### src/rtl/wrs_pkg.sv
package wrs_pkg;

  localparam int MAX_ENTRIES_DEF      = 1024;
  localparam int WEIGHT_FRAC_BITS_DEF = 16;

  localparam int MODE_W   = 2;
  localparam int LABEL_W  = 16;
  localparam int WEIGHT_W = 17;
  localparam int RAND_W   = 16;
  localparam int STATUS_W = 2;

  localparam logic [MODE_W-1:0] MODE_CLEAR    = 2'd0;
  localparam logic [MODE_W-1:0] MODE_APPEND   = 2'd1;
  localparam logic [MODE_W-1:0] MODE_DRAW_W   = 2'd2;
  localparam logic [MODE_W-1:0] MODE_DRAW_UNC = 2'd3;

  localparam logic [STATUS_W-1:0] ST_OK     = 2'd0;
  localparam logic [STATUS_W-1:0] ST_CHOSEN = 2'd1;
  localparam logic [STATUS_W-1:0] ST_ZERO   = 2'd2;
  localparam logic [STATUS_W-1:0] ST_FULL   = 2'd3;

  typedef struct packed {
    logic wr;
    logic rd;
  } tbl_ctl_t;

endpackage

### src/rtl/wrs_engine.sv
module wrs_engine
  import wrs_pkg::*;
#(
  parameter int MAX_ENTRIES      = MAX_ENTRIES_DEF,
  parameter int WEIGHT_FRAC_BITS = WEIGHT_FRAC_BITS_DEF,
  parameter int AW               = $clog2(MAX_ENTRIES_DEF)
) (
  input  logic                clk,
  input  logic                rst,
  input  logic                go,
  input  logic [MODE_W-1:0]   mode,
  input  logic [LABEL_W-1:0]  entry_label,
  input  logic [WEIGHT_W-1:0] entry_weight,
  input  logic [RAND_W-1:0]   random_fraction,
  output logic                busy,
  output tbl_ctl_t            tbl_ctl,
  output logic [AW-1:0]       tbl_waddr,
  output logic [LABEL_W-1:0]  tbl_wlabel,
  output logic [WEIGHT_W-1:0] tbl_wweight,
  output logic [AW-1:0]       tbl_raddr,
  input  logic [LABEL_W-1:0]  tbl_rlabel,
  input  logic [WEIGHT_W-1:0] tbl_rweight,
  output logic                fin_valid,
  input  logic                fin_take,
  output logic [LABEL_W-1:0]  fin_label,
  output logic [STATUS_W-1:0] fin_status
);

  localparam int CW   = $clog2(MAX_ENTRIES + 1);
  localparam int SW   = WEIGHT_W + 1;
  localparam int EW   = (WEIGHT_FRAC_BITS + 2 > SW) ? WEIGHT_FRAC_BITS + 2 : SW;
  localparam int TW   = SW + CW;
  localparam int PW   = TW + RAND_W;
  localparam int MB_W = $clog2(RAND_W);

  localparam logic [EW-1:0] ONE_E  = {{(EW-1){1'b0}}, 1'b1} << WEIGHT_FRAC_BITS;
  localparam logic [EW-1:0] HALF_E = ONE_E >> 1;
  localparam logic [CW-1:0] CAP    = CW'(MAX_ENTRIES);

  localparam logic [2:0] S_IDLE = 3'd0;
  localparam logic [2:0] S_SUM  = 3'd1;
  localparam logic [2:0] S_MUL  = 3'd2;
  localparam logic [2:0] S_SCAN = 3'd3;
  localparam logic [2:0] S_FIN  = 3'd4;

  logic [2:0]          state;
  logic [CW-1:0]       count;
  logic [CW-1:0]       idx;
  logic                rd_pend;
  logic                unc;
  logic [RAND_W-1:0]   rnd;
  logic [MB_W-1:0]     mbit;
  logic [TW-1:0]       acc;
  logic [TW-1:0]       cum;
  logic [PW-1:0]       target;
  logic [LABEL_W-1:0]  pick;
  logic [LABEL_W-1:0]  res_label;
  logic [STATUS_W-1:0] res_status;

  logic [PW-1:0]       add_a;
  logic [PW-1:0]       add_b;
  logic [PW-1:0]       add_sum;
  logic [SW-1:0]       sel_r;
  logic                issue;
  logic                append_ok;
  logic                cum_hit;
  logic                sat;
  logic [EW-1:0]       wt_e;

  // selection weight: plain, or 2*min(w, 1-w)
  function automatic logic [SW-1:0] sel_of(input logic [WEIGHT_W-1:0] w, input logic by_unc);
    logic [EW-1:0] we;
    logic [EW-1:0] r;
    we = EW'(w);
    if (!by_unc) begin
      r = we;
    end else if (we > HALF_E) begin
      r = (we >= ONE_E) ? '0 : ((ONE_E - we) << 1);
    end else begin
      r = we << 1;
    end
    return r[SW-1:0];
  endfunction

  assign sel_r     = sel_of(tbl_rweight, unc);
  assign issue     = ((state == S_SUM) || (state == S_SCAN)) && (idx < count);
  assign append_ok = go && (mode == MODE_APPEND) && (count < CAP);
  assign wt_e      = EW'(entry_weight);
  assign sat       = wt_e > ONE_E;

  assign tbl_ctl.wr  = append_ok;
  assign tbl_ctl.rd  = issue;
  assign tbl_waddr   = count[AW-1:0];
  assign tbl_wlabel  = entry_label;
  assign tbl_wweight = sat ? ONE_E[WEIGHT_W-1:0] : entry_weight;
  assign tbl_raddr   = idx[AW-1:0];

  // shared adder: total pass, shift-add product, cumulative pass
  always_comb begin
    case (state)
      S_SUM: begin
        add_a = PW'(acc);
        add_b = PW'(sel_r);
      end
      S_MUL: begin
        add_a = {target[PW-2:0], 1'b0};
        add_b = rnd[mbit] ? PW'(acc) : '0;
      end
      S_SCAN: begin
        add_a = PW'(cum);
        add_b = PW'(sel_r);
      end
      default: begin
        add_a = '0;
        add_b = '0;
      end
    endcase
  end

  assign add_sum = add_a + add_b;
  assign cum_hit = {add_sum[TW-1:0], {RAND_W{1'b0}}} >= target;

  always_ff @(posedge clk) begin
    if (rst) begin
      state   <= S_IDLE;
      count   <= '0;
      rd_pend <= 1'b0;
    end else begin
      case (state)
        S_IDLE: begin
          if (go) begin
            case (mode)
              MODE_CLEAR: begin
                count      <= '0;
                res_label  <= '0;
                res_status <= ST_OK;
                state      <= S_FIN;
              end
              MODE_APPEND: begin
                res_label <= '0;
                if (append_ok) begin
                  count      <= count + 1'b1;
                  res_status <= ST_OK;
                end else begin
                  res_status <= ST_FULL;
                end
                state <= S_FIN;
              end
              default: begin
                unc     <= (mode == MODE_DRAW_UNC);
                rnd     <= random_fraction;
                acc     <= '0;
                idx     <= '0;
                rd_pend <= 1'b0;
                state   <= S_SUM;
              end
            endcase
          end
        end
        S_SUM: begin
          rd_pend <= issue;
          if (issue) begin
            idx <= idx + 1'b1;
          end
          if (rd_pend) begin
            acc <= add_sum[TW-1:0];
          end
          if (!issue && !rd_pend) begin
            if (acc == '0) begin
              res_label  <= '0;
              res_status <= ST_ZERO;
              state      <= S_FIN;
            end else begin
              target <= '0;
              mbit   <= '1;
              state  <= S_MUL;
            end
          end
        end
        S_MUL: begin
          target <= add_sum;
          if (mbit == '0) begin
            idx     <= '0;
            rd_pend <= 1'b0;
            cum     <= '0;
            pick    <= '0;
            state   <= S_SCAN;
          end else begin
            mbit <= mbit - 1'b1;
          end
        end
        S_SCAN: begin
          rd_pend <= issue;
          if (issue) begin
            idx <= idx + 1'b1;
          end
          if (rd_pend && (sel_r != '0)) begin
            cum  <= add_sum[TW-1:0];
            pick <= tbl_rlabel;
            if (cum_hit) begin
              res_label  <= tbl_rlabel;
              res_status <= ST_CHOSEN;
              state      <= S_FIN;
            end
          end else if (!issue && !rd_pend) begin
            res_label  <= pick;
            res_status <= ST_CHOSEN;
            state      <= S_FIN;
          end
        end
        S_FIN: begin
          if (fin_take) begin
            state <= S_IDLE;
          end
        end
        default: begin
          state <= S_IDLE;
        end
      endcase
    end
  end

  assign busy       = (state != S_IDLE);
  assign fin_valid  = (state == S_FIN);
  assign fin_label  = res_label;
  assign fin_status = res_status;

  a_count_cap: assert property (@(posedge clk) disable iff (rst)
    count <= CAP)
    else $error("entry count beyond capacity");

  a_draw_starts: assert property (@(posedge clk) disable iff (rst)
    (state == S_IDLE && go && (mode == MODE_DRAW_W || mode == MODE_DRAW_UNC))
      |=> state == S_SUM)
    else $error("draw did not start the total pass");

  a_mul_nonzero: assert property (@(posedge clk) disable iff (rst)
    state == S_MUL |-> acc != '0)
    else $error("product pass with zero total");

  a_scan_bounded: assert property (@(posedge clk) disable iff (rst)
    state == S_SCAN |-> (issue || rd_pend))
    else $error("scan ran past the last entry");

endmodule

### config.mk
export PLATFORM = sky130hd
export DESIGN_NAME = wrs_engine
export DESIGN_NICKNAME = d
export VERILOG_FILES = /design/src/rtl/wrs_pkg.sv /design/src/rtl/wrs_engine.sv
export SDC_FILE = /design/constraint.sdc
export NUM_CORES = 1
export LEC_CHECK = 0
export BUFFER_PORTS_ARGS = -buffer_cell sky130_fd_sc_hd__buf_2
export CAP_MARGIN = 0
export CORE_ASPECT_RATIO = 1.5
export CORE_MARGIN = 2
export CORE_UTILIZATION = 53
export DETAILED_ROUTE_END_ITERATION = 6
export PLACE_DENSITY_LB_ADDON = 0.08
export SKIP_CTS_REPAIR_TIMING = 1
export SLEW_MARGIN = 10
export SYNTH_ARGS = -nofsm -noshare
export SYNTH_HDL_FRONTEND = slang
export SYNTH_SLANG_ARGS = --single-unit
### constraint.sdc
create_clock -name clk -period 7.1 [get_ports clk]
set_input_delay 1.065 -clock clk [delete_from_list [all_inputs] [get_ports clk]]
set_output_delay 1.065 -clock clk [all_outputs]
set_load 0.01 [all_outputs]
==> results of run 1 <==
how the worst max path moves through the flow:
stage / depth (start not counted) / to / slack (ps)
finish: 29 / fin_label[4]$_SDFFCE_PN0P_ / 480
global placement: 28 / state[2]$_SDFFE_PP0P_ / 130
global route: 29 / state[1]$_SDFFE_PP0P_ / 9
floorplan: 13 / cum[0]$_SDFFCE_PN0P_ / 150
detailed placement: 28 / state[2]$_SDFFE_PP0P_ / 30
CTS: 25 / fin_label[8]$_SDFFCE_PN0P_ / 230
report_power, final:
group / switching [W] / leakage [nW] / internal [W]
Combinational: 0.000472 / 4.06 / 0.000290
Clock: 0.000462 / 0.306 / 0.000542
Sequential: 0.0000495 / 1.69 / 0.00125
Total: 0.000984 / 6.06 / 0.00208
worst register-to-register path, cell delays in order, from the launching register on:
cell and delay, ps:
edfxtp_1 360, buf_4 170, mux4_2 520, mux4_2 620, and2_2 400, nand2_1 140, o21a_1 160, inv_1 60
ha_1 260, a21o_1 170, a41oi_1 280, a31oi_1 210, a21o_1 220, a21o_1 190, a31oi_1 310, o21ai_0 170
xnor2_1 250, inv_1 70, ha_1 290, nand4_1 80, nor2_1 150, nand4_1 130, a211oi_1 210, nor3_1 100
o21ai_0 250, buf_4 190, o211a_1 180, buf_12 170
registers in the layout (all words and copies together) (netlist names), 3 cells and up:
name       cells
target        45
count         11
cum           29
acc           29
idx           11
mbit           4
fin_label     16
rnd           16
state          3
pick          16
layout make-up:
| cell class | instances | area share, % |
|---|---|---|
| well taps | 315 | 2.780 |
| inverters | 97 | 2.568 |
| multi-input cells | 925 | 43.77 |
| clock buffers | 18 | 3.027 |
| repair buffers | 203 | 8.542 |
| clock inverters | 14 | 1.394 |
| flip-flops and latches | 184 | 37.92 |
cells in the final DEF, fill, tap and decap left out, types with 7 or more instances in the layout:
master / synthesis / routed
a211oi_1: 12 / 11
a21o_1: 25 / 25
a21oi_1: 56 / 56
a22o_1: 14 / 14
a22oi_1: 31 / 31
a31oi_1: 11 / 11
and2_1: 10 / 8
and3_1: 40 / 40
buf_2: 4 / 130
buf_4: 40 / 72
clkbuf_16: 0 / 17
dfxtp_1: 15 / 14
edfxtp_1: 169 / 169
ha_1: 73 / 73
inv_1: 95 / 95
mux2_2: 17 / 17
mux2i_1: 18 / 18
nand2_1: 66 / 66
nand2b_1: 13 / 12
nand3_1: 21 / 21
nand4_1: 16 / 16
nor2_1: 191 / 191
nor2b_1: 30 / 29
nor3_1: 16 / 15
nor3b_1: 8 / 8
nor4_1: 20 / 20
o21a_1: 9 / 9
o21ai_0: 50 / 48
o21ai_1: 13 / 15
o31ai_1: 10 / 9
or3_1: 17 / 17
or4_1: 7 / 7
xnor2_1: 30 / 30
xor2_1: 19 / 19
cell families (layout without fill, tap and decap cells):
group                    count (synthesis)  count (layout)  synth area share [%]
AO/OA/AOI/OAI                          288             288                 15.67
XOR/XNOR                                49              49                 3.455
adder cells (fa/ha/maj)                 74              74                 7.513
buffers and inverters                  195             332                 7.141
flip-flops                             184             184                 43.27
multiplexers                            41              41                 3.988
AND/OR/NAND/NOR                        473             473                 18.96
per-stage QoR:
stage / worst slack, ps / cell area (sq um) / utilization [%]
final: 480.4 / 14180 / 61.49
after global routing: 9.400 / 14180 / 61.49
after CTS: 233.4 / 14140 / 61.34
after detailed placement: 30.53 / 13520 / 58.62
after global placement: 125.3 / 13520 / 58.62
after floorplan: 149.6 / 12420 / -
metal layers:
| layer | vias up | track usage [%] |
|---|---|---|
| met5 | - | 0 |
| met4 | 0 | 13.80 |
| met3 | 91 | 3.694 |
| met2 | 315 | 51.22 |
| met1 | 5031 | 32.75 |
| li1 | 4969 | - |
==> flow_summary_export.csv, run 1 <==
group,metric,value,unit
clock_network,cts.path.max_buffers,2,
logic_synthesis,synth_edf_count,169,
logic_synthesis,syn_nets,1466,
pwr,power,0.003068,W
final_layout,antenna_cells,0,
place,gp_congestion,0.9423,
worst_setup_path,crit_fanout,17,
run_status,status,"finished, final reports clean",
pwr,p_leak,6.057,nW
logic_synthesis,ys_ff_latch,184,
logic_synthesis,async_flop_share,0,%
final_layout,area_delta_synth_final,14.13,%
grt,grt_overflow,0,
die,die_y,191.5,microns
clock_network,path_clk_slew,80,ps
worst_setup_path,r2r_slack,510,ps
routing,wl_met1,13320,microns
clock_network,cts_tree,"built",
timing,drv_slew,0,
timing,hold_ws,514.5,ps
logic_synthesis,synth_most_common_cell,"nor2_1",
grt,grt_max_degree,47,
logic_synthesis,syn_inst,1304,
worst_setup_path,path_class,"primary input to flip-flop",
pwr,p_per_area,216.4,nW/um^2
timing,fin_crit,6620,ps
logic_synthesis,syn_area,12420,sq um
worst_setup_path,rr_worst_depth,27,
worst_setup_path,end_kind,"flip-flop",
routing,drt-total-wl,34490,microns
timing,max_slew.worst_pin.slew,1037,ps
die,die-area,24710,sq um
routing,drtIter0Drc,722,
final_layout,multi_input_area,6206,sq um
hold_path,holdPathEnd,"count[9]$_SDFFE_PP0P_",
die,io_pins,163,
routing,antenna_left,0,
flow_run,cap_violations,0,
die,initial_utilization,53.88,%
clock_network,cts-buffers-inserted,17,
worst_setup_path,crit_family,"compound AO/OA/AOI/OAI gates",
final_layout,regArea,5376,sq um
worst_setup_path,r2r-end,"fin_label[4]$_SDFFCE_PN0P_",
timing,skew,12.82,ps
logic_synthesis,synth.yosys.warnings,0,
worst_setup_path,slowest_delay,320,ps
logic_synthesis,synth_top_area_share,40.85,%
worst_setup_path,worstPathRequired,7250,ps
routing,dr.max_layer_used,"met4",
hold_path,hold_path_class,"flip-flop to flip-flop",
worst_setup_path,critPathLaunch,"tbl_rweight[0]",
timing,hold_viol,0,
hold_path,min_path_cells,2,
grt,grt_pass1_vias,10290,
worst_setup_path,crit_slowest_cell,"a211oi_2",
routing,firstDrtPassIters,5,
logic_synthesis,synth_commonest_cells,"nor2_1, edfxtp_1, inv_1, ha_1, nand2_1",
routing,vias,10410,
place,dp_hpwl,25350,microns
timing,rsz0062_at_grt,"false",
timing,setup_tns,0,ps
worst_setup_path,critPathLaunchType,"primary input",
timing,post-route-period-util,93.23,%
routing,routed_via_density,5.926,
place,placedCellCount,1720,
final_layout,final_cells,1756,
logic_synthesis,synth_cell_type_count,77,
timing,fmax,151.1,MHz
die,die_w,129.0,microns
logic_synthesis,syn_area_per_cell,9.527,sq um
clock_network,cts.sinks,184,
final_layout,drive_above_1_share,19.64,%
die,placementRows,68,
pwr,ir_drop,0.2332,mV
routing,drc_errors,0,
logic_synthesis,synth_ff_type,"edfxtp_1",
final_layout,fillerInstances,2054,
logic_synthesis,synthTopCellsByArea,"edfxtp_1, ha_1, nor2_1",
timing,relSlewSlack,29.08,%
routing,wl_met3,1341,microns
worst_setup_path,crit_buf_inv,6,
final_layout,nNetsFinal,1590,
grt,track_usage,28.36,%
logic_synthesis,synth.yosys.seq_area_share,43.27,%
routing,wl_met2,18210,microns
logic_synthesis,yosysTopAreaCell,"edfxtp_1",
die,core,23060,sq um
grt,antenna_found_initial,0,
clock_network,clockRootBuffer,"clkbuf_16",
timing,setup_viol,0,
worst_setup_path,cp_data_arrival_time,6770,ps
routing,avgRoutedWirePerCell,19.64,microns
clock_network,h-tree-depth,4,
place,port_buffers,130,
grt,grt_first_pass_wirelength,53990,microns
worst_setup_path,r2r-start,"mbit[0]$_SDFFCE_PN1P_",
hold_path,hold_start,"count[9]$_SDFFE_PP0P_",
clock_network,insertion_delay,450,ps
Power figures use the tool's default switching activity.
==> run 2: changes to the inputs <==
GPL_ROUTABILITY_DRIVEN = 1   (was unset)
MAX_ROUTING_LAYER = met4   (was unset)
==> flow_summary_export.csv, run 2 (same netlist as run 1, synthesis figures left out) <==
group,metric,value,unit
routing,dr.max_layer_used,"met4",
timing,skew,8.648,ps
timing,relSlewSlack,24.20,%
routing,firstDrtPassIters,5,
grt,grt_max_degree,47,
hold_path,min_path_cells,2,
routing,wl_met3,1203,microns
place,port_buffers,130,
clock_network,clockRootBuffer,"clkbuf_16",
routing,routed_via_density,5.908,
place,gp_congestion,0.9479,
worst_setup_path,crit_slowest_cell,"nor4_2",
final_layout,multi_input_area,6222,sq um
timing,max_slew.worst_pin.slew,1108,ps
final_layout,largestRegisters,"target x45, acc x29, cum x29",
timing,fin_crit,6714,ps
final_layout,drive_above_1_share,19.71,%
worst_setup_path,timing.critical_path.mode_cell,"buf_4",
worst_setup_path,r2r-end,"state[1]$_SDFFE_PP0P_",
worst_setup_path,path_class,"primary input to flip-flop",
timing,drv_slew,0,
clock_network,cts.sinks,184,
worst_setup_path,crit_buf_inv,6,
routing,drt-total-wl,34390,microns
grt,grt_first_pass_wirelength,54030,microns
clock_network,cts-buffers-inserted,17,
worst_setup_path,critPathLaunchType,"primary input",
hold_path,hold_path_class,"flip-flop to flip-flop",
grt,antenna_found_initial,0,
die,die_y,191.5,microns
flow_run,cap_violations,0,
grt,grt_overflow,0,
final_layout,area_delta_synth_final,13.62,%
routing,drc_errors,0,
pwr,p_leak,6.024,nW
worst_setup_path,worstPathRequired,7470,ps
place,dp_hpwl,25350,microns
timing,post-route-period-util,94.56,%
routing,vias,10370,
worst_setup_path,end_kind,"flip-flop",
worst_setup_path,rr_worst_depth,25,
grt,track_usage,29.25,%
final_layout,final_cell_mix,"nor2_1, edfxtp_1, buf_2",
clock_network,cts.path.max_buffers,2,
final_layout,regArea,5376,sq um
timing,hold_ws,532.6,ps
die,die_w,129.0,microns
worst_setup_path,critPathLaunch,"tbl_rweight[7]",
worst_setup_path,r2r-start,"mbit[0]$_SDFFCE_PN1P_",
final_layout,final_cells,1756,
pwr,ir_drop,0.1653,mV
timing,hold_viol,0,
routing,drtIter0Drc,762,
final_layout,largest_reg_flops,45,
worst_setup_path,r2r_slack,430,ps
timing,fmax,148.9,MHz
grt,grt_pass1_vias,10220,
worst_setup_path,crit_fanout,7,
hold_path,holdPathEnd,"count[9]$_SDFFE_PP0P_",
routing,wl_met1,13320,microns
clock_network,cts_tree,"built",
routing,antenna_left,0,
worst_setup_path,crit_family,"compound AO/OA/AOI/OAI gates",
final_layout,fillerInstances,2082,
timing,setup_viol,0,
routing,avgRoutedWirePerCell,19.58,microns
die,core,23060,sq um
final_layout,final_common_cell,"nor2_1",
clock_network,insertion_delay,440,ps
final_layout,antenna_cells,0,
clock_network,h-tree-depth,4,
routing,wl_met2,18030,microns
die,placementRows,68,
die,die-area,24710,sq um
worst_setup_path,cp_data_arrival_time,7080,ps
worst_setup_path,slowest_delay,430,ps
final_layout,nNetsFinal,1590,
die,initial_utilization,53.88,%
final_layout,fin_util,61.22,%
place,placedCellCount,1722,
timing,rsz0062_at_grt,"false",
die,io_pins,163,
run_status,status,"finished, final reports clean",
final_layout,largest_register,"target",
pwr,p_per_area,210.3,nW/um^2
clock_network,path_clk_slew,70,ps
hold_path,hold_start,"count[9]$_SDFFE_PP0P_",
## run 2: metal layers
| metal | track usage, % | vias up |
|---|---|---|
| li1 | - | 4963 |
| met1 | 32.22 | 4996 |
| met2 | 50.92 | 314 |
| met3 | 3.722 | 101 |
| met4 | 16.01 | 0 |
| met5 | - | - |
## run 2: power breakdown
part           internal (W)  total [W]  leakage, nW  switching, W
registers           0.00125    0.00130         1.69     0.0000532
logic              0.000294   0.000763         4.06      0.000469
clock network      0.000459   0.000902        0.267      0.000443
total               0.00200    0.00297         6.02      0.000965
## run 2: layout make-up
cell class | count | area share (%)
sequential | 184 | 38.09
tap | 315 | 2.792
clock inverter | 13 | 0.8067
timing repair buffer | 203 | 8.581
multi-input combinational | 925 | 44.08
clock buffer | 19 | 3.067
inverter | 97 | 2.580
## run 2: how the worst max path moves through the flow
| stage | to | slack (ps) | cells past startpoint |
|---|---|---|---|
| 2_1_floorplan | cum[0]$_SDFFCE_PN0P_ | 150 | 13 |
| 3_3_place_gp | state[1]$_SDFFE_PP0P_ | -80 | 29 |
| 3_5_place_dp | state[1]$_SDFFE_PP0P_ | -110 | 29 |
| 4_1_cts | state[1]$_SDFFE_PP0P_ | 130 | 25 |
| 5_1_grt | state[1]$_SDFFE_PP0P_ | 40 | 29 |
| 6_report | state[1]$_SDFFE_PP0P_ | 390 | 29 |
## run 2: tightest hold or removal path, stage by stage, from the launching register on
cell and delay [ps]:
dfxtp_1 340, o21ai_0 80, a21oi_1 60
## run 2: stage by stage
stage	setup TNS, ps	total power, W	instance area [sq um]	setup WS (ps)
global placement	-139.6	0.002077	13530	-75.18
floorplan	0	0.001790	12420	149.6
global route	0	0.003098	14110	38.97
detailed placement	-865.0	0.002083	13530	-113.7
CTS	0	0.002977	14080	125.3
finish	0	0.002968	14110	386.0
==> run 3: changes to the inputs <==
==> constraint.sdc (replaced) <==
create_clock -name clk -period 7.1 [get_ports clk]
set_input_delay 1.42 -clock clk [delete_from_list [all_inputs] [get_ports clk]]
set_output_delay 1.42 -clock clk [all_outputs]
set_load 0.01 [all_outputs]
==> flow_summary_export.csv, run 3 (same netlist as run 1, synthesis figures left out) <==
group,metric,value,unit
run_status,status,"finished, final reports clean",
routing,drt-total-wl,35440,microns
pwr,p_per_area,213.7,nW/um^2
timing,skew,9.422,ps
pwr,ir_drop,0.2049,mV
routing,antenna_left,0,
final_layout,final_cells,1815,
grt,grt_max_degree,69,
clock_network,h-tree-depth,4,
routing,vias,10520,
place,port_buffers,130,
grt,antenna_found_initial,0,
die,io_pins,163,
clock_network,cts.sinks,184,
grt,grt_pass1_vias,10590,
timing,drv_slew,0,
routing,avgRoutedWirePerCell,19.53,microns
die,placementRows,68,
hold_path,hold_path_class,"flip-flop to flip-flop",
routing,drtIter0Drc,633,
clock_network,cts-buffers-inserted,17,
grt,track_usage,30.06,%
worst_setup_path,worstPathRequired,7440,ps
flow_run,cap_violations,0,
final_layout,antenna_cells,0,
routing,firstDrtPassIters,5,
clock_network,cts.path.max_buffers,2,
place,placed_area,13990,sq um
worst_setup_path,path_class,"primary input to flip-flop",
final_layout,drive_above_1_share,23.27,%
timing,hold_viol,0,
timing,fmax,148.5,MHz
final_layout,fin_area,14680,sq um
place,dp_hpwl,26150,microns
timing,post-route-period-util,94.84,%
final_layout,final_cell_mix,"nor2_1, edfxtp_1, buf_4",
worst_setup_path,crit_fanout,17,
final_layout,fillerInstances,1963,
final_layout,nNetsFinal,1649,
routing,routed_via_density,5.795,
final_layout,largest_register,"target",
final_layout,largestRegisters,"target x45, acc x29, cum x29",
timing,relSlewSlack,39.37,%
final_layout,largest_reg_flops,45,
worst_setup_path,critPathLaunchType,"primary input",
worst_setup_path,crit_slowest_cell,"nor4_4",
final_layout,final_common_cell,"nor2_1",
final_layout,area_delta_synth_final,18.19,%
pwr,p_leak,6.364,nW
timing,fin_crit,6734,ps
timing,max_slew.worst_pin.slew,905.3,ps
worst_setup_path,end_kind,"flip-flop",
place,gp_congestion,0.9327,
clock_network,path_clk_slew,70,ps
die,initial_utilization,53.88,%
clock_network,clockRootBuffer,"clkbuf_16",
grt,grt_first_pass_wirelength,55570,microns
worst_setup_path,timing.critical_path.mode_cell,"a21o_1",
clock_network,insertion_delay,450,ps
timing,setup_viol,0,
die,die_w,129.0,microns
grt,grt_overflow,0,
routing,drc_errors,0,
worst_setup_path,slowest_delay,420,ps
die,die_y,191.5,microns
worst_setup_path,cp_data_arrival_time,7070,ps
clock_network,cts_tree,"built",
die,die-area,24710,sq um
die,core,23060,sq um
place,placedCellCount,1782,
[run 3: changes by cell type in the layout (fill, tap and decap cells not counted), moves of 2 or more]
cell / change
buf_4: +59
bufinv_16: +3
clkbuf_1: -2
clkinv_8: +2
clkinvlp_4: +2
inv_6: -3
nor4_1: +2
nor4_2: -2
o21ai_0: -4
o21ai_1: +3
[run 3: worst max-delay path: cells and delay by family]
family          cells  cell delay (ps)
simple gates        5              980
compound gates     16             3180
fa+ha+maj           2              530
buf+inv             6              940
[run 3: power by group]
part | switching, W | internal, W | total (W)
Combinational | 0.000488 | 0.000327 | 0.000815
Sequential | 0.0000441 | 0.00125 | 0.00129
Clock | 0.000457 | 0.000571 | 0.00103
Total | 0.000990 | 0.00215 | 0.00314
[run 3: path summary, 6_finish.rpt]
check | startpoint | to | slack, ps | cells past startpoint
worst max register to register | mbit[0]$_SDFFCE_PN1P_ | state[2]$_SDFFE_PP0P_ | 490 | 26
worst min-delay path | count[9]$_SDFFE_PP0P_ | count[9]$_SDFFE_PP0P_ | 510 | 2
worst max-delay path | tbl_rweight[5] | state[2]$_SDFFE_PP0P_ | 370 | 29
worst min register to register | count[9]$_SDFFE_PP0P_ | count[9]$_SDFFE_PP0P_ | 510 | 2
[run 3: final cells by class]
cell class              instances  area [sq um]  area share, %
well taps                     315         394.1          2.684
clock buffers                  17         425.4          2.897
flip-flops and latches        184          5376          36.62
clock inverters                15         217.7          1.483
inverters                      97         364.1          2.480
repair buffers                262          1654          11.27
multi-input cells             925          6251          42.57
[run 3: through the flow]
step	setup TNS, ps	setup WS, ps	utilization [%]	hold slack, ps	total power (W)
after floorplan	0	27.70	-	471.4	0.001792
after global placement	-6852	-345.1	60.70	489.9	0.002116
after detailed placement	-7187	-364.1	60.70	502.0	0.002122
after CTS	0	82.28	63.48	512.7	0.003142
after global routing	-269.6	-31.71	63.68	542.3	0.003267
final	0	366.1	63.68	508.5	0.003138
[run 3: routing by layer]
metal / wire (microns) / part of all wire (%) / track usage [%] / vias to the layer above
li1: - / - / - / 5075
met1: 13780 / 39 / 32.88 / 5137
met2: 19440 / 55 / 55.35 / 249
met3: 1181 / 3.3 / 3.694 / 57
met4: 1039 / 2.9 / 10.99 / 0
met5: 0 / 0 / - / -
